$ cat src/design/mrld_pkg.sv
// types, codes and helpers shared by the marker run-length layer decoder
package mrld_pkg;

    localparam int OUT_LANES  = 4;
    localparam int HDR_LEN    = 12;
    localparam int CMD_DEPTH  = 4;
    localparam int RUN_MAX    = 256;
    localparam int LEN_W      = $clog2(RUN_MAX + 1);
    localparam int CNT_W      = 21;
    localparam int METHOD_MAX = 30;
    localparam int METHOD_RLE = 4;

    localparam logic [15:0] SIZE_HI_MAX   = 16'h000f;
    localparam logic [15:0] RESERVED_MASK = 16'h7f00;
    localparam logic [15:0] METHOD_MASK   = 16'h003f;
    localparam logic [CNT_W-1:0] CNT_SAT  = {CNT_W{1'b1}};

    typedef enum logic [2:0] {
        PH_HEADER,
        PH_MARKER,
        PH_DATA,
        PH_ESC,
        PH_COUNT
    } t_phase;

    typedef enum logic [3:0] {
        ST_OK            = 4'd0,
        ST_HDR_SHORT     = 4'd1,
        ST_SIZE_HIGH     = 4'd2,
        ST_XOR           = 4'd3,
        ST_RESERVED      = 4'd4,
        ST_METHOD_RANGE  = 4'd5,
        ST_UNSUPPORTED   = 4'd6,
        ST_EMPTY         = 4'd7,
        ST_NO_VALUE      = 4'd8,
        ST_NO_COUNT      = 4'd9,
        ST_SIZE_MISMATCH = 4'd10
    } t_status;

    typedef struct packed {
        logic [7:0] data_byte;
        logic       end_of_layer;
    } t_in_item;

    typedef struct packed {
        logic [7:0] lane0;
        logic [7:0] lane1;
        logic [7:0] lane2;
        logic [7:0] lane3;
        logic [2:0] lane_count;
        logic       layer_done;
        logic [3:0] status;
        logic       inner_layer;
    } t_out_item;

    // one decoded chunk: len copies of value, optionally closing the layer
    typedef struct packed {
        logic [7:0]       value;
        logic [LEN_W-1:0] len;
        logic             done;
        t_status          status;
        logic             inner_layer;
    } t_cmd;

    function automatic t_status hdr_status(input logic [31:0] size,
                                           input logic [15:0] xsum,
                                           input logic [15:0] flags);
        logic [15:0] method;
        method = flags & METHOD_MASK;
        if (size[31:16] > SIZE_HI_MAX)
            return ST_SIZE_HIGH;
        else if (xsum != 16'd0)
            return ST_XOR;
        else if ((flags & RESERVED_MASK) != 16'd0)
            return ST_RESERVED;
        else if (method < 16'd1 || method > 16'(METHOD_MAX))
            return ST_METHOD_RANGE;
        else if (method != 16'(METHOD_RLE))
            return ST_UNSUPPORTED;
        return ST_OK;
    endfunction

endpackage

$ cat src/design/mrld_front.sv
// front end: header check, escape parsing, decoded-length tracking
module mrld_front import mrld_pkg::*; (
    input  logic     i_clk,
    input  logic     i_rst_n,
    input  logic     i_accept,
    input  t_in_item i_item,
    output logic     o_cmd_push,
    output t_cmd     o_cmd
);

    t_phase           r_phase, n_phase;
    logic [3:0]       r_hidx, n_hidx;
    logic [7:0]       r_partial, n_partial;
    logic [15:0]      r_xor, n_xor;
    logic [31:0]      r_size, n_size;
    logic [15:0]      r_flags, n_flags;
    logic [7:0]       r_marker, n_marker;
    logic [7:0]       r_run, n_run;
    logic [CNT_W-1:0] r_cnt, n_cnt;
    logic             r_drain, n_drain;

    logic [LEN_W-1:0] len;
    logic [7:0]       value;
    logic             done;
    t_status          st;
    t_status          hs;
    logic             hdr_full;
    logic [15:0]      word;
    logic [CNT_W:0]   sum;
    logic [7:0]       b;
    logic             e;

    assign b = i_item.data_byte;
    assign e = i_item.end_of_layer;

    always_comb begin
        n_phase   = r_phase;
        n_hidx    = r_hidx;
        n_partial = r_partial;
        n_xor     = r_xor;
        n_size    = r_size;
        n_flags   = r_flags;
        n_marker  = r_marker;
        n_run     = r_run;
        n_cnt     = r_cnt;
        n_drain   = r_drain;
        len       = '0;
        value     = b;
        done      = 1'b0;
        st        = ST_OK;
        hs        = ST_OK;
        hdr_full  = (r_phase != PH_HEADER) || r_drain;
        word      = {r_partial, b};
        sum       = '0;
        if (r_drain) begin
            if (e) begin
                done = 1'b1;
                st   = hdr_status(r_size, r_xor, r_flags);
            end
        end else if (r_phase == PH_HEADER) begin
            if (!r_hidx[0]) begin
                n_partial = b;
            end else begin
                if (r_hidx[3:1] == 3'd0) n_size[31:16] = word;
                if (r_hidx[3:1] == 3'd1) n_size[15:0]  = word;
                if (r_hidx[3:1] == 3'd4) n_flags       = word;
                n_xor = r_xor ^ word;
            end
            if (r_hidx >= 4'(HDR_LEN - 1)) begin
                hs       = hdr_status(n_size, n_xor, n_flags);
                hdr_full = 1'b1;
                if (hs != ST_OK) begin
                    if (e) begin
                        done = 1'b1;
                        st   = hs;
                    end else begin
                        n_drain = 1'b1;
                    end
                end else begin
                    n_phase = PH_MARKER;
                    if (e) begin
                        done = 1'b1;
                        st   = ST_EMPTY;
                    end
                end
            end else begin
                n_hidx = r_hidx + 4'd1;
                if (e) begin
                    done = 1'b1;
                    st   = ST_HDR_SHORT;
                end
            end
        end else begin
            unique case (r_phase)
                PH_MARKER: begin
                    n_marker = b;
                    n_phase  = PH_DATA;
                end
                PH_DATA: begin
                    if (b == r_marker) n_phase = PH_ESC;
                    else               len     = LEN_W'(1);
                end
                PH_ESC: begin
                    if (b == r_marker) begin
                        len     = LEN_W'(1);
                        n_phase = PH_DATA;
                    end else begin
                        n_run   = b;
                        n_phase = PH_COUNT;
                    end
                end
                default: begin
                    len     = (b == 8'd0) ? LEN_W'(RUN_MAX) : LEN_W'(b);
                    value   = r_run;
                    n_phase = PH_DATA;
                end
            endcase
            sum   = {1'b0, r_cnt} + (CNT_W + 1)'(len);
            n_cnt = sum[CNT_W] ? CNT_SAT : sum[CNT_W-1:0];
            if (e) begin
                done = 1'b1;
                if (n_phase == PH_ESC)
                    st = ST_NO_VALUE;
                else if (n_phase == PH_COUNT)
                    st = ST_NO_COUNT;
                else if (32'(n_cnt) != r_size)
                    st = ST_SIZE_MISMATCH;
                else
                    st = ST_OK;
            end
        end
    end

    assign o_cmd_push        = i_accept && ((len != '0) || done);
    assign o_cmd.value       = value;
    assign o_cmd.len         = len;
    assign o_cmd.done        = done;
    assign o_cmd.status      = st;
    assign o_cmd.inner_layer = hdr_full & n_flags[15];

    always_ff @(posedge i_clk) begin
        if (!i_rst_n || (i_accept && done)) begin
            r_phase   <= PH_HEADER;
            r_hidx    <= '0;
            r_partial <= '0;
            r_xor     <= '0;
            r_size    <= '0;
            r_flags   <= '0;
            r_marker  <= '0;
            r_run     <= '0;
            r_cnt     <= '0;
            r_drain   <= 1'b0;
        end else if (i_accept) begin
            r_phase   <= n_phase;
            r_hidx    <= n_hidx;
            r_partial <= n_partial;
            r_xor     <= n_xor;
            r_size    <= n_size;
            r_flags   <= n_flags;
            r_marker  <= n_marker;
            r_run     <= n_run;
            r_cnt     <= n_cnt;
            r_drain   <= n_drain;
        end
    end

    assert property (@(posedge i_clk) disable iff (!i_rst_n)
        r_drain |-> (r_phase == PH_HEADER && r_hidx == 4'(HDR_LEN - 1)))
        else $error("drain outside finished header");

    assert property (@(posedge i_clk) disable iff (!i_rst_n)
        (r_phase != PH_HEADER) |-> (hdr_status(r_size, r_xor, r_flags) == ST_OK))
        else $error("payload phase with bad header");

    assert property (@(posedge i_clk) disable iff (!i_rst_n)
        (r_phase == PH_HEADER) |-> (r_cnt == '0))
        else $error("bytes counted during header");

endmodule

$ cat src/design/mrld_cmd_fifo.sv
// small command queue between front and back end
module mrld_cmd_fifo import mrld_pkg::*; (
    input  logic i_clk,
    input  logic i_rst_n,
    input  logic i_push,
    input  t_cmd i_cmd,
    output logic o_full,
    input  logic i_pop,
    output logic o_valid,
    output t_cmd o_cmd
);

    localparam int PTR_W = $clog2(CMD_DEPTH);

    t_cmd             r_slot [CMD_DEPTH];
    logic [PTR_W-1:0] r_wr, r_rd;
    logic [PTR_W:0]   r_fill;
    logic             do_push, do_pop;

    assign o_full  = (r_fill == (PTR_W + 1)'(CMD_DEPTH));
    assign o_valid = (r_fill != '0);
    assign o_cmd   = r_slot[r_rd];
    assign do_push = i_push && !o_full;
    assign do_pop  = i_pop && o_valid;

    always_ff @(posedge i_clk) begin
        if (do_push) r_slot[r_wr] <= i_cmd;
    end

    always_ff @(posedge i_clk) begin
        if (!i_rst_n) begin
            r_wr   <= '0;
            r_rd   <= '0;
            r_fill <= '0;
        end else begin
            if (do_push) r_wr <= r_wr + PTR_W'(1);
            if (do_pop)  r_rd <= r_rd + PTR_W'(1);
            r_fill <= r_fill + (PTR_W + 1)'(do_push) - (PTR_W + 1)'(do_pop);
        end
    end

    assert property (@(posedge i_clk) disable iff (!i_rst_n)
        r_fill <= (PTR_W + 1)'(CMD_DEPTH))
        else $error("queue overfilled");

    assert property (@(posedge i_clk) disable iff (!i_rst_n)
        (r_fill == '0) |-> (r_wr == r_rd))
        else $error("empty queue with pointers apart");

    assert property (@(posedge i_clk) disable iff (!i_rst_n)
        (do_push && !do_pop) |=> (r_fill == $past(r_fill) + (PTR_W + 1)'(1)))
        else $error("fill count missed a push");

endmodule

$ cat src/design/mrld_back.sv
// back end: expands commands into four-lane result items
module mrld_back import mrld_pkg::*; (
    input  logic      i_clk,
    input  logic      i_rst_n,
    input  logic      i_cmd_valid,
    input  t_cmd      i_cmd,
    output logic      o_cmd_pop,
    output logic      o_valid,
    output t_out_item o_item,
    input  logic      i_pop
);

    logic [LEN_W-1:0] r_sent;
    logic             r_valid;
    t_out_item        r_item;

    logic [LEN_W-1:0] rem;
    logic             last;
    logic [2:0]       count;
    logic             fire;
    t_out_item        beat;

    assign rem   = i_cmd.len - r_sent;
    assign last  = (rem <= LEN_W'(OUT_LANES));
    assign count = last ? rem[2:0] : 3'(OUT_LANES);
    assign fire  = i_cmd_valid && (!r_valid || i_pop);

    always_comb begin
        beat             = '0;
        beat.lane0       = (count > 3'd0) ? i_cmd.value : 8'd0;
        beat.lane1       = (count > 3'd1) ? i_cmd.value : 8'd0;
        beat.lane2       = (count > 3'd2) ? i_cmd.value : 8'd0;
        beat.lane3       = (count > 3'd3) ? i_cmd.value : 8'd0;
        beat.lane_count  = count;
        beat.layer_done  = last && i_cmd.done;
        beat.status      = (last && i_cmd.done) ? i_cmd.status : ST_OK;
        beat.inner_layer = last && i_cmd.done && i_cmd.inner_layer;
    end

    assign o_cmd_pop = fire && last;
    assign o_valid   = r_valid;
    assign o_item    = r_item;

    always_ff @(posedge i_clk) begin
        if (fire) r_item <= beat;
    end

    always_ff @(posedge i_clk) begin
        if (!i_rst_n) begin
            r_valid <= 1'b0;
            r_sent  <= '0;
        end else begin
            if (fire)
                r_valid <= 1'b1;
            else if (i_pop)
                r_valid <= 1'b0;
            if (fire) r_sent <= last ? '0 : r_sent + LEN_W'(OUT_LANES);
        end
    end

    assert property (@(posedge i_clk) disable iff (!i_rst_n)
        r_valid |-> (r_item.lane_count <= 3'(OUT_LANES)))
        else $error("too many lanes");

    assert property (@(posedge i_clk) disable iff (!i_rst_n)
        (r_valid && !r_item.layer_done) |-> (r_item.status == ST_OK && !r_item.inner_layer))
        else $error("status on a non-final item");

    assert property (@(posedge i_clk) disable iff (!i_rst_n)
        (r_valid && r_item.lane_count == 3'd0) |-> r_item.layer_done)
        else $error("empty item without status");

    assert property (@(posedge i_clk) disable iff (!i_rst_n)
        (i_cmd_valid && r_sent != '0) |-> (r_sent < i_cmd.len))
        else $error("run offset past its length");

endmodule

$ cat src/design/marker_rle_layer_decoder_unit.sv
// top level of the escape-marker run-length layer decoder
// Decodes layers one after another: a 12-byte header is checked, then escape-coded
// payload bytes expand into result items of up to four bytes each, and the
// last item of a layer carries layer_done, status and inner_layer. The front
// end takes one input item per cycle as long as its 4-entry command queue has
// room; the back end emits one result item per cycle while the receiver pops,
// so a run of n bytes yields ceil(n/4) result items (up to 64) and holds off
// input once the queue fills. Each command passes through a queue slot before
// the back end expands it into its registered result item.
module marker_rle_layer_decoder_unit import mrld_pkg::*; (
    input  logic      i_clk,
    input  logic      i_rst_n,
    input  logic      push,
    output logic      full,
    input  t_in_item  i_item,
    output logic      empty,
    input  logic      pop,
    output t_out_item o_item
);

    logic accept;
    logic cmd_push;
    t_cmd cmd_in;
    logic cmd_full;
    logic cmd_valid;
    logic cmd_pop;
    t_cmd cmd_head;
    logic out_valid;

    assign full   = cmd_full;
    assign accept = push && !cmd_full;
    assign empty  = !out_valid;

    mrld_front u_front (
        .i_clk      (i_clk),
        .i_rst_n    (i_rst_n),
        .i_accept   (accept),
        .i_item     (i_item),
        .o_cmd_push (cmd_push),
        .o_cmd      (cmd_in)
    );

    mrld_cmd_fifo u_fifo (
        .i_clk   (i_clk),
        .i_rst_n (i_rst_n),
        .i_push  (cmd_push),
        .i_cmd   (cmd_in),
        .o_full  (cmd_full),
        .i_pop   (cmd_pop),
        .o_valid (cmd_valid),
        .o_cmd   (cmd_head)
    );

    mrld_back u_back (
        .i_clk       (i_clk),
        .i_rst_n     (i_rst_n),
        .i_cmd_valid (cmd_valid),
        .i_cmd       (cmd_head),
        .o_cmd_pop   (cmd_pop),
        .o_valid     (out_valid),
        .o_item      (o_item),
        .i_pop       (pop)
    );

endmodule

$ cat config.mk
export PLATFORM = sky130hd
export DESIGN_NAME = marker_rle_layer_decoder_unit
export DESIGN_NICKNAME = d
export VERILOG_FILES = /design/src/design/mrld_pkg.sv /design/src/design/mrld_front.sv /design/src/design/mrld_cmd_fifo.sv /design/src/design/mrld_back.sv /design/src/design/marker_rle_layer_decoder_unit.sv
export SDC_FILE = /design/constraint.sdc
export NUM_CORES = 1
export LEC_CHECK = 0
export ABC_AREA = 0
export BUFFER_PORTS_ARGS = -buffer_cell sky130_fd_sc_hd__buf_2
export CAP_MARGIN = 20
export CORE_UTILIZATION = 28
export CTS_BUF_LIST = sky130_fd_sc_hd__clkbuf_16
export DETAILED_ROUTE_END_ITERATION = 10
export PLACE_DENSITY = 0.54
export SYNTH_ARGS = -nofsm -noshare
export SYNTH_HDL_FRONTEND = slang
export SYNTH_SLANG_ARGS = --single-unit
$ cat constraint.sdc
create_clock -name i_clk -period 5.45 [get_ports i_clk]
set_clock_uncertainty 0.2 [all_clocks]
set_input_delay 0.545 -clock i_clk [delete_from_list [all_inputs] [get_ports i_clk]]
set_output_delay 0.545 -clock i_clk [all_outputs]
set_load 0.05 [all_outputs]
== After elaboration in Yosys (flattened, before gate mapping) ==
Memory sizes are Yosys's and may differ from the RTL's. A register that Yosys moved wholly into a read port is not among the register bits.
Cells that the tools add are included.

* Add/sub/neg operators: 8
* Magnitude comparators: 12
* Equality and inequality tests: 17
* Mux-type cells: 93
* Bitwise operators: 7
* Reduce and logical (&&, ||, !) cells: 40

{| class="wikitable"
|+ Operators by type and width
! operator !! number
|-
| $mux W16 || 11
|-
| $mux W4 || 25
|-
| $mux W32 || 3
|-
| $reduce_bool A16 Y1 || 4
|-
| $mux W9 || 6
|-
| $gt A16 B4 Y1 const B || 2
|-
| $ne A21 B32 Y1 || 1
|-
| $mux W1 || 31
|-
| $mux W3 || 9
|-
| $pmux W9 S3 || 1
|-
| $mux W8 || 3
|-
| $add A21 B9 Y22 || 1
|-
| $mux W21 || 1
|-
| $reduce_and A4 Y1 || 4
|-
| $xor A16 B16 Y16 || 1
|-
| $reduce_and A5 Y1 || 3
|-
| $gt A6 B5 Y1 const B || 2
|-
| $lt A6 B1 Y1 const B || 2
|-
| $ne A6 B3 Y1 const B || 2
|-
| $add A9 B3 Y9 const B || 1
|-
| $eq A3 B2 Y1 const B || 3
|-
| $eq A3 B3 Y1 const B || 3
|-
| $le A9 B3 Y1 const B || 1
|-
| $logic_and A1 B1 Y1 || 9
|-
| 27 further kinds || 48
|}

* Bits in registers: 175
* RAM bits: 92
* Input port bits: 13
* Output and inout bits: 43
* Word-level logic and storage cells: 204
* Memories kept: 1

{| class="wikitable"
|+ Memories
! memory !! depth !! bits a word !! rd ports !! clocked after memory_dff !! write ports !! line !! RTL
|-
| u_fifo.r_slot || 4 || 23 || 1 || 1 || 1 || mrld_cmd_fifo.sv:15 || <nowiki>t_cmd r_slot [CMD_DEPTH];</nowiki>
|}

== Longest topological paths before layout ==
* Depth after elaboration: 23
* Gate-level depth with buffers: 21

== Hierarchy ==
A second synthesis with hierarchy kept.

* Cell total of the unflattened synthesis: 1,274
* Area, all modules: 13,295.3 sq um

{| class="wikitable"
|+ By module, submodules not included
! module !! times used !! cells an instance !! area each (sq um) !! sequential area each (sq um)
|-
| mrld_front || 1 || 902 || 7,000.5 || 2,302.2
|-
| mrld_cmd_fifo || 1 || 168 || 3,844.9 || 2,942.8
|-
| mrld_back || 1 || 202 || 2,432.3 || 1,391.3
|-
| marker_rle_layer_decoder_unit || 1 || 2 || 17.5 || 0.0
|}

== Worst setup path before layout ==
OpenSTA, ideal clock, no wires.

* Path type: in2reg
* Start: in pop
* End: reg u_fifo.r_fill[2]
* Library setup time: 0.115 ns
* Arrival time: 4.702 ns
* Required time: 5.135 ns
* Setup slack: 0.433 ns
* Stages on the path: 12
* Cell sequence: inv_1 a21oi_1 inv_1 nor2_1 ha_1 inv_1 ha_1 inv_1 fa_1 xnor2_1 xnor2_1 and2_1

* Longest elaborated chain between the ends: 5

{| class="wikitable"
|+ RTL lines
! element !! line !! RTL
|-
| start, declared || marker_rle_layer_decoder_unit.sv:17 || <nowiki>input logic pop,</nowiki>
|-
| $logic_or A1 B1 Y1 || mrld_back.sv:26 || <nowiki>assign fire = i_cmd_valid && (!r_valid || i_pop);</nowiki>
|-
| $logic_and A1 B1 Y1 || mrld_back.sv:26 ||
|-
| via u_back.fire || mrld_back.sv:20 || <nowiki>logic fire;</nowiki>
|-
| $logic_and A1 B1 Y1 || mrld_back.sv:40 || <nowiki>assign o_cmd_pop = fire && last;</nowiki>
|-
| $logic_and A1 B1 Y1 || mrld_cmd_fifo.sv:24 || <nowiki>assign do_pop = i_pop && o_valid;</nowiki>
|-
| via u_fifo.do_pop || mrld_cmd_fifo.sv:18 || <nowiki>logic do_push, do_pop;</nowiki>
|-
| $sub A3 B1 Y3 || mrld_cmd_fifo.sv:38 || <nowiki>r_fill <= r_fill + (PTR_W + 1)'(do_push) - (PTR_W + 1)'(do_pop);</nowiki>
|-
| end signal, assigned || mrld_cmd_fifo.sv:38 ||
|-
| end, declared || mrld_cmd_fifo.sv:17 || <nowiki>logic [PTR_W:0] r_fill;</nowiki>
|}

The timed path passes the listed nets, and every way through them passes these cells.
A chain may end at the register's enable or synchronous reset.

==> out/results.ini <==
[power]
worst_ir_drop_on_vdd_v=0.000220
power_per_cell_area_nw_per_um2=323
power.static_leakage_nw=5.17
finalPower_w=0.00480

[routing]
drt_pre_antenna_iters=5
drt_via_density=4.88
drtIter0Drc=677
finalWirelength_mm=30.9
detailroute.via_count=9371
remaining_drc_errors=0
wl_per_cell_um=16.1
drt.antenna.violating_nets=0

[clock_network]
post_cts_buffers=0
cts.htree.levels=1
clock_tree_from_tritoncts=yes
clk_root_buffer_cell=sky130_fd_sc_hd__clkbuf_16
cts_hold_buffers=0
tritoncts_num_sinks=265
clk_pin_slew_worst_paths_ns=0.06
worstSkewPairLatency_ns=0.58
cts-resized-gates=0
clock_path_buffers=3
cts_inserted_buffers=29

[die]
core.rowCount=78
fp.coreArea_um2=45500
io_pins=56
dieHeight_um=217
dieArea_um2=47000
floorplan.die.width_um=217
floorplan.initialDensity_pct=28.4

[placement]
port_buffers=55
gp_congestion=0.865
detailedPlacementHpwl_mm=21.0
post-place-cells=1868

[logic_synthesis]
synth_edf_count=133
async_flop_share_pct=0
post_synth_xor_area_fraction_pct=5.01
synth_top_family_by_area=simple AND/OR/NAND/NOR gates
synth_compound_gate_area_share_pct=10.8
netlist_area_um2=12900
synth_simple_gate_area_share_pct=19.4
yosys.area.top_type=sky130_fd_sc_hd__edfxtp_1
synth_cell_types=81
post_synth.cell_area_avg_um2=10.3
yosys-mux-area-fraction_pct=7.34
synth_sequential_area_ratio_pct=51.4
yosys_most_used_dff=sky130_fd_sc_hd__edfxtp_1
synth_top_cell_area_share_pct=30.9
yosys.area_share.adder_pct=2.73
netlist_top_cells_area=sky130_fd_sc_hd__edfxtp_1 31%, sky130_fd_sc_hd__dfxtp_1 20%, sky130_fd_sc_hd__nand2_1 4.3%, sky130_fd_sc_hd__mux4_2 4.0%, sky130_fd_sc_hd__nor2_1 3.5%
synthCells=1251
synth_seq_cells=265
synthesis.yosys.warnings=0
postSynthNetCount=1291

[critical_path]
timing.critical_path.slowest_cell_delay_ns=0.49
slowest_stage=sky130_fd_sc_hd__dfxtp_1
cp_common_cell=sky130_fd_sc_hd__nor2_1
cp.buffers_inverters=1
reg2reg_slack_ns=0.47
worstSetupEndpointType=register
crit_path_start_kind=register
critical_path_peak_fanout=9
criticalPathCategory=reg -> reg
critPathTopFamily=compound AO/OA/AOI/OAI gates
worst_ep_arrival_time_ns=5.10
data_required_time_at_the_worst_endpoint_ns=5.57
critical_path.cell_chain=nor2_1 > or2_2 > a22o_1 > ha_1 > fa_1 > a21o_1 > a221oi_4 > o21bai_1 > and3_1 > a211oi_1 > o2111ai_1 > nor4_1 > nand4_1 > nor2_1 > a2111oi_1 > buf_4

[layout]
fillers=4717
drive_gt1_share_pct=14.3
areaGrowthSynthToFinish_pct=15.0
layout.cells.most_common=sky130_fd_sc_hd__nand2_1
final_cell_mix=148 x sky130_fd_sc_hd__nand2_1, 133 x sky130_fd_sc_hd__edfxtp_1, 132 x sky130_fd_sc_hd__dfxtp_1, 119 x sky130_fd_sc_hd__nor2_1, 69 x sky130_fd_sc_hd__a21oi_1
fin_util_pct=32.7
seq_area_um2=6640
post_layout_nonfiller_instances=1922
finish.net_count=1339
multi_input_comb_area_um2=5900
antenna-diode-count=0

[global_routing]
gr-usage-met1_pct=17.8
grt.busiest_layer=met2
globalRouteOverflowTotal=0
groute.layer.met2.usage_pct=21.8
global_route.usage.total_pct=13.2
initial_antenna_violation_count=0
maximum_number_of_pins_on_one_net_before_global_route_repair=82
grt_pass1_wl_mm=49.9
grt_pass1_vias=8986
groute.layer.met3.usage_pct=2.40

[sta]
worst_case_headroom_to_the_max_slew_limit_pct=36.9
timing.hold.ws_ns=0.0999
post-route-min-period_ns=4.98
fin_crit_sh_pct=91.4
report.final.setup_viol=0
drv_slew=0
finalHoldViolations=0
max_freq_mhz=201
rsz0062_at_grt=no
totalNegativeSetupSlack_ns=0
timing_worst_slew_pin_value_ns=0.946

[job]
cap_violations=0

[hold_path]
hold_path.class=in -> reg

[outcome]
status=finished, final reports clean

[worst register-to-register path: cells and delay by family, from the launching register on]
family                   cells  cell delay, ns
AND/OR/NAND/NOR              6            1.58
buffers and inverters        1            0.17
flip-flops                   1            0.49
AO/OA/AOI/OAI                7            1.61
adder cells (fa/ha/maj)      2            0.69
[Yosys cell counts (all sizes together), types with 11 or more instances]
cell / count
mux2i: 34
a211oi: 11
and2: 66
mux4: 23
o21ai: 36
nor3: 37
nand2: 149
a21oi: 70
ha: 25
xnor2: 32
clkbuf: 59
nand4: 18
inv: 32
buf: 16
nand3: 32
xor2: 37
dfxtp: 132
nor4: 16
nor2b: 15
nor2: 121
edfxtp: 133
o22ai: 12
[flip-flops by register name, summed over array words and instances (netlist names), named ones only]
register,flops
u_fifo.r_slot,92
u_back.o_item,41
u_front.r_size,32
u_front.r_cnt,21
u_front.r_xor,16
u_front.r_flags,14
u_front.r_marker,8
u_front.r_partial,8
u_front.r_run,8
u_back.r_sent,7
u_front.r_hidx,4
u_fifo.r_fill,3
u_front.r_phase,3
u_fifo.r_rd,2
u_fifo.r_wr,2
u_back.o_valid,1
u_front.r_drain,1
[through the flow]
stage / area, um^2 / setup WS [ns]
6_report: 14900 / 0.470
5_1_grt: 14900 / 0.202
4_1_cts: 14900 / 0.566
3_5_place_dp: 14000 / 0.186
3_3_place_gp: 14000 / 0.227
2_1_floorplan: 12900 / 0.433
[layout make-up]
type | count | share of cell area, %
clock inverter | 25 | 1.19
tap | 600 | 5.05
multi-input combinational | 879 | 39.7
sequential | 265 | 44.7
clock buffer | 29 | 4.88
inverter | 32 | 0.808
timing repair buffer | 92 | 3.72
[layer usage]
layer,vias to the layer above,wire [um],share of wire (%)
li1,4593,-,-
met1,4492,14300,46
met2,235,14500,47
met3,51,1430,4.6
met4,0,681,2.2
met5,-,0,0
[where the power goes]
group / switching (W) / leakage [nW] / internal (W)
clock: 0.000812 / 0.477 / 0.00106
sequential: 0.0000612 / 2.28 / 0.00220
combinational: 0.000471 / 2.41 / 0.000192
[cells by family (layout without fill, tap and decap cells)]
group / after synthesis / count (layout)
xor gates and xnor gates: 70 / 70
AOI/OAI and AO/OA: 207 / 207
other: 2 / 2
adders and majority gates: 27 / 27
DFF: 265 / 265
and+or+nand+nor: 508 / 508
buffers and inverters: 107 / 178
muxes: 65 / 65
[worst paths after layout]
check                        end  cells after the start          startpoint
min               u_back.o_valid                      4                 pop
max          u_fifo.r_slot[1][4]                     16  u_front.r_phase[1]
min reg2reg   u_front.r_size[23]                      2  u_front.r_size[23]
max reg2reg  u_fifo.r_slot[1][4]                     16  u_front.r_phase[1]
Note: power is estimated with default switching activity, not from simulation.
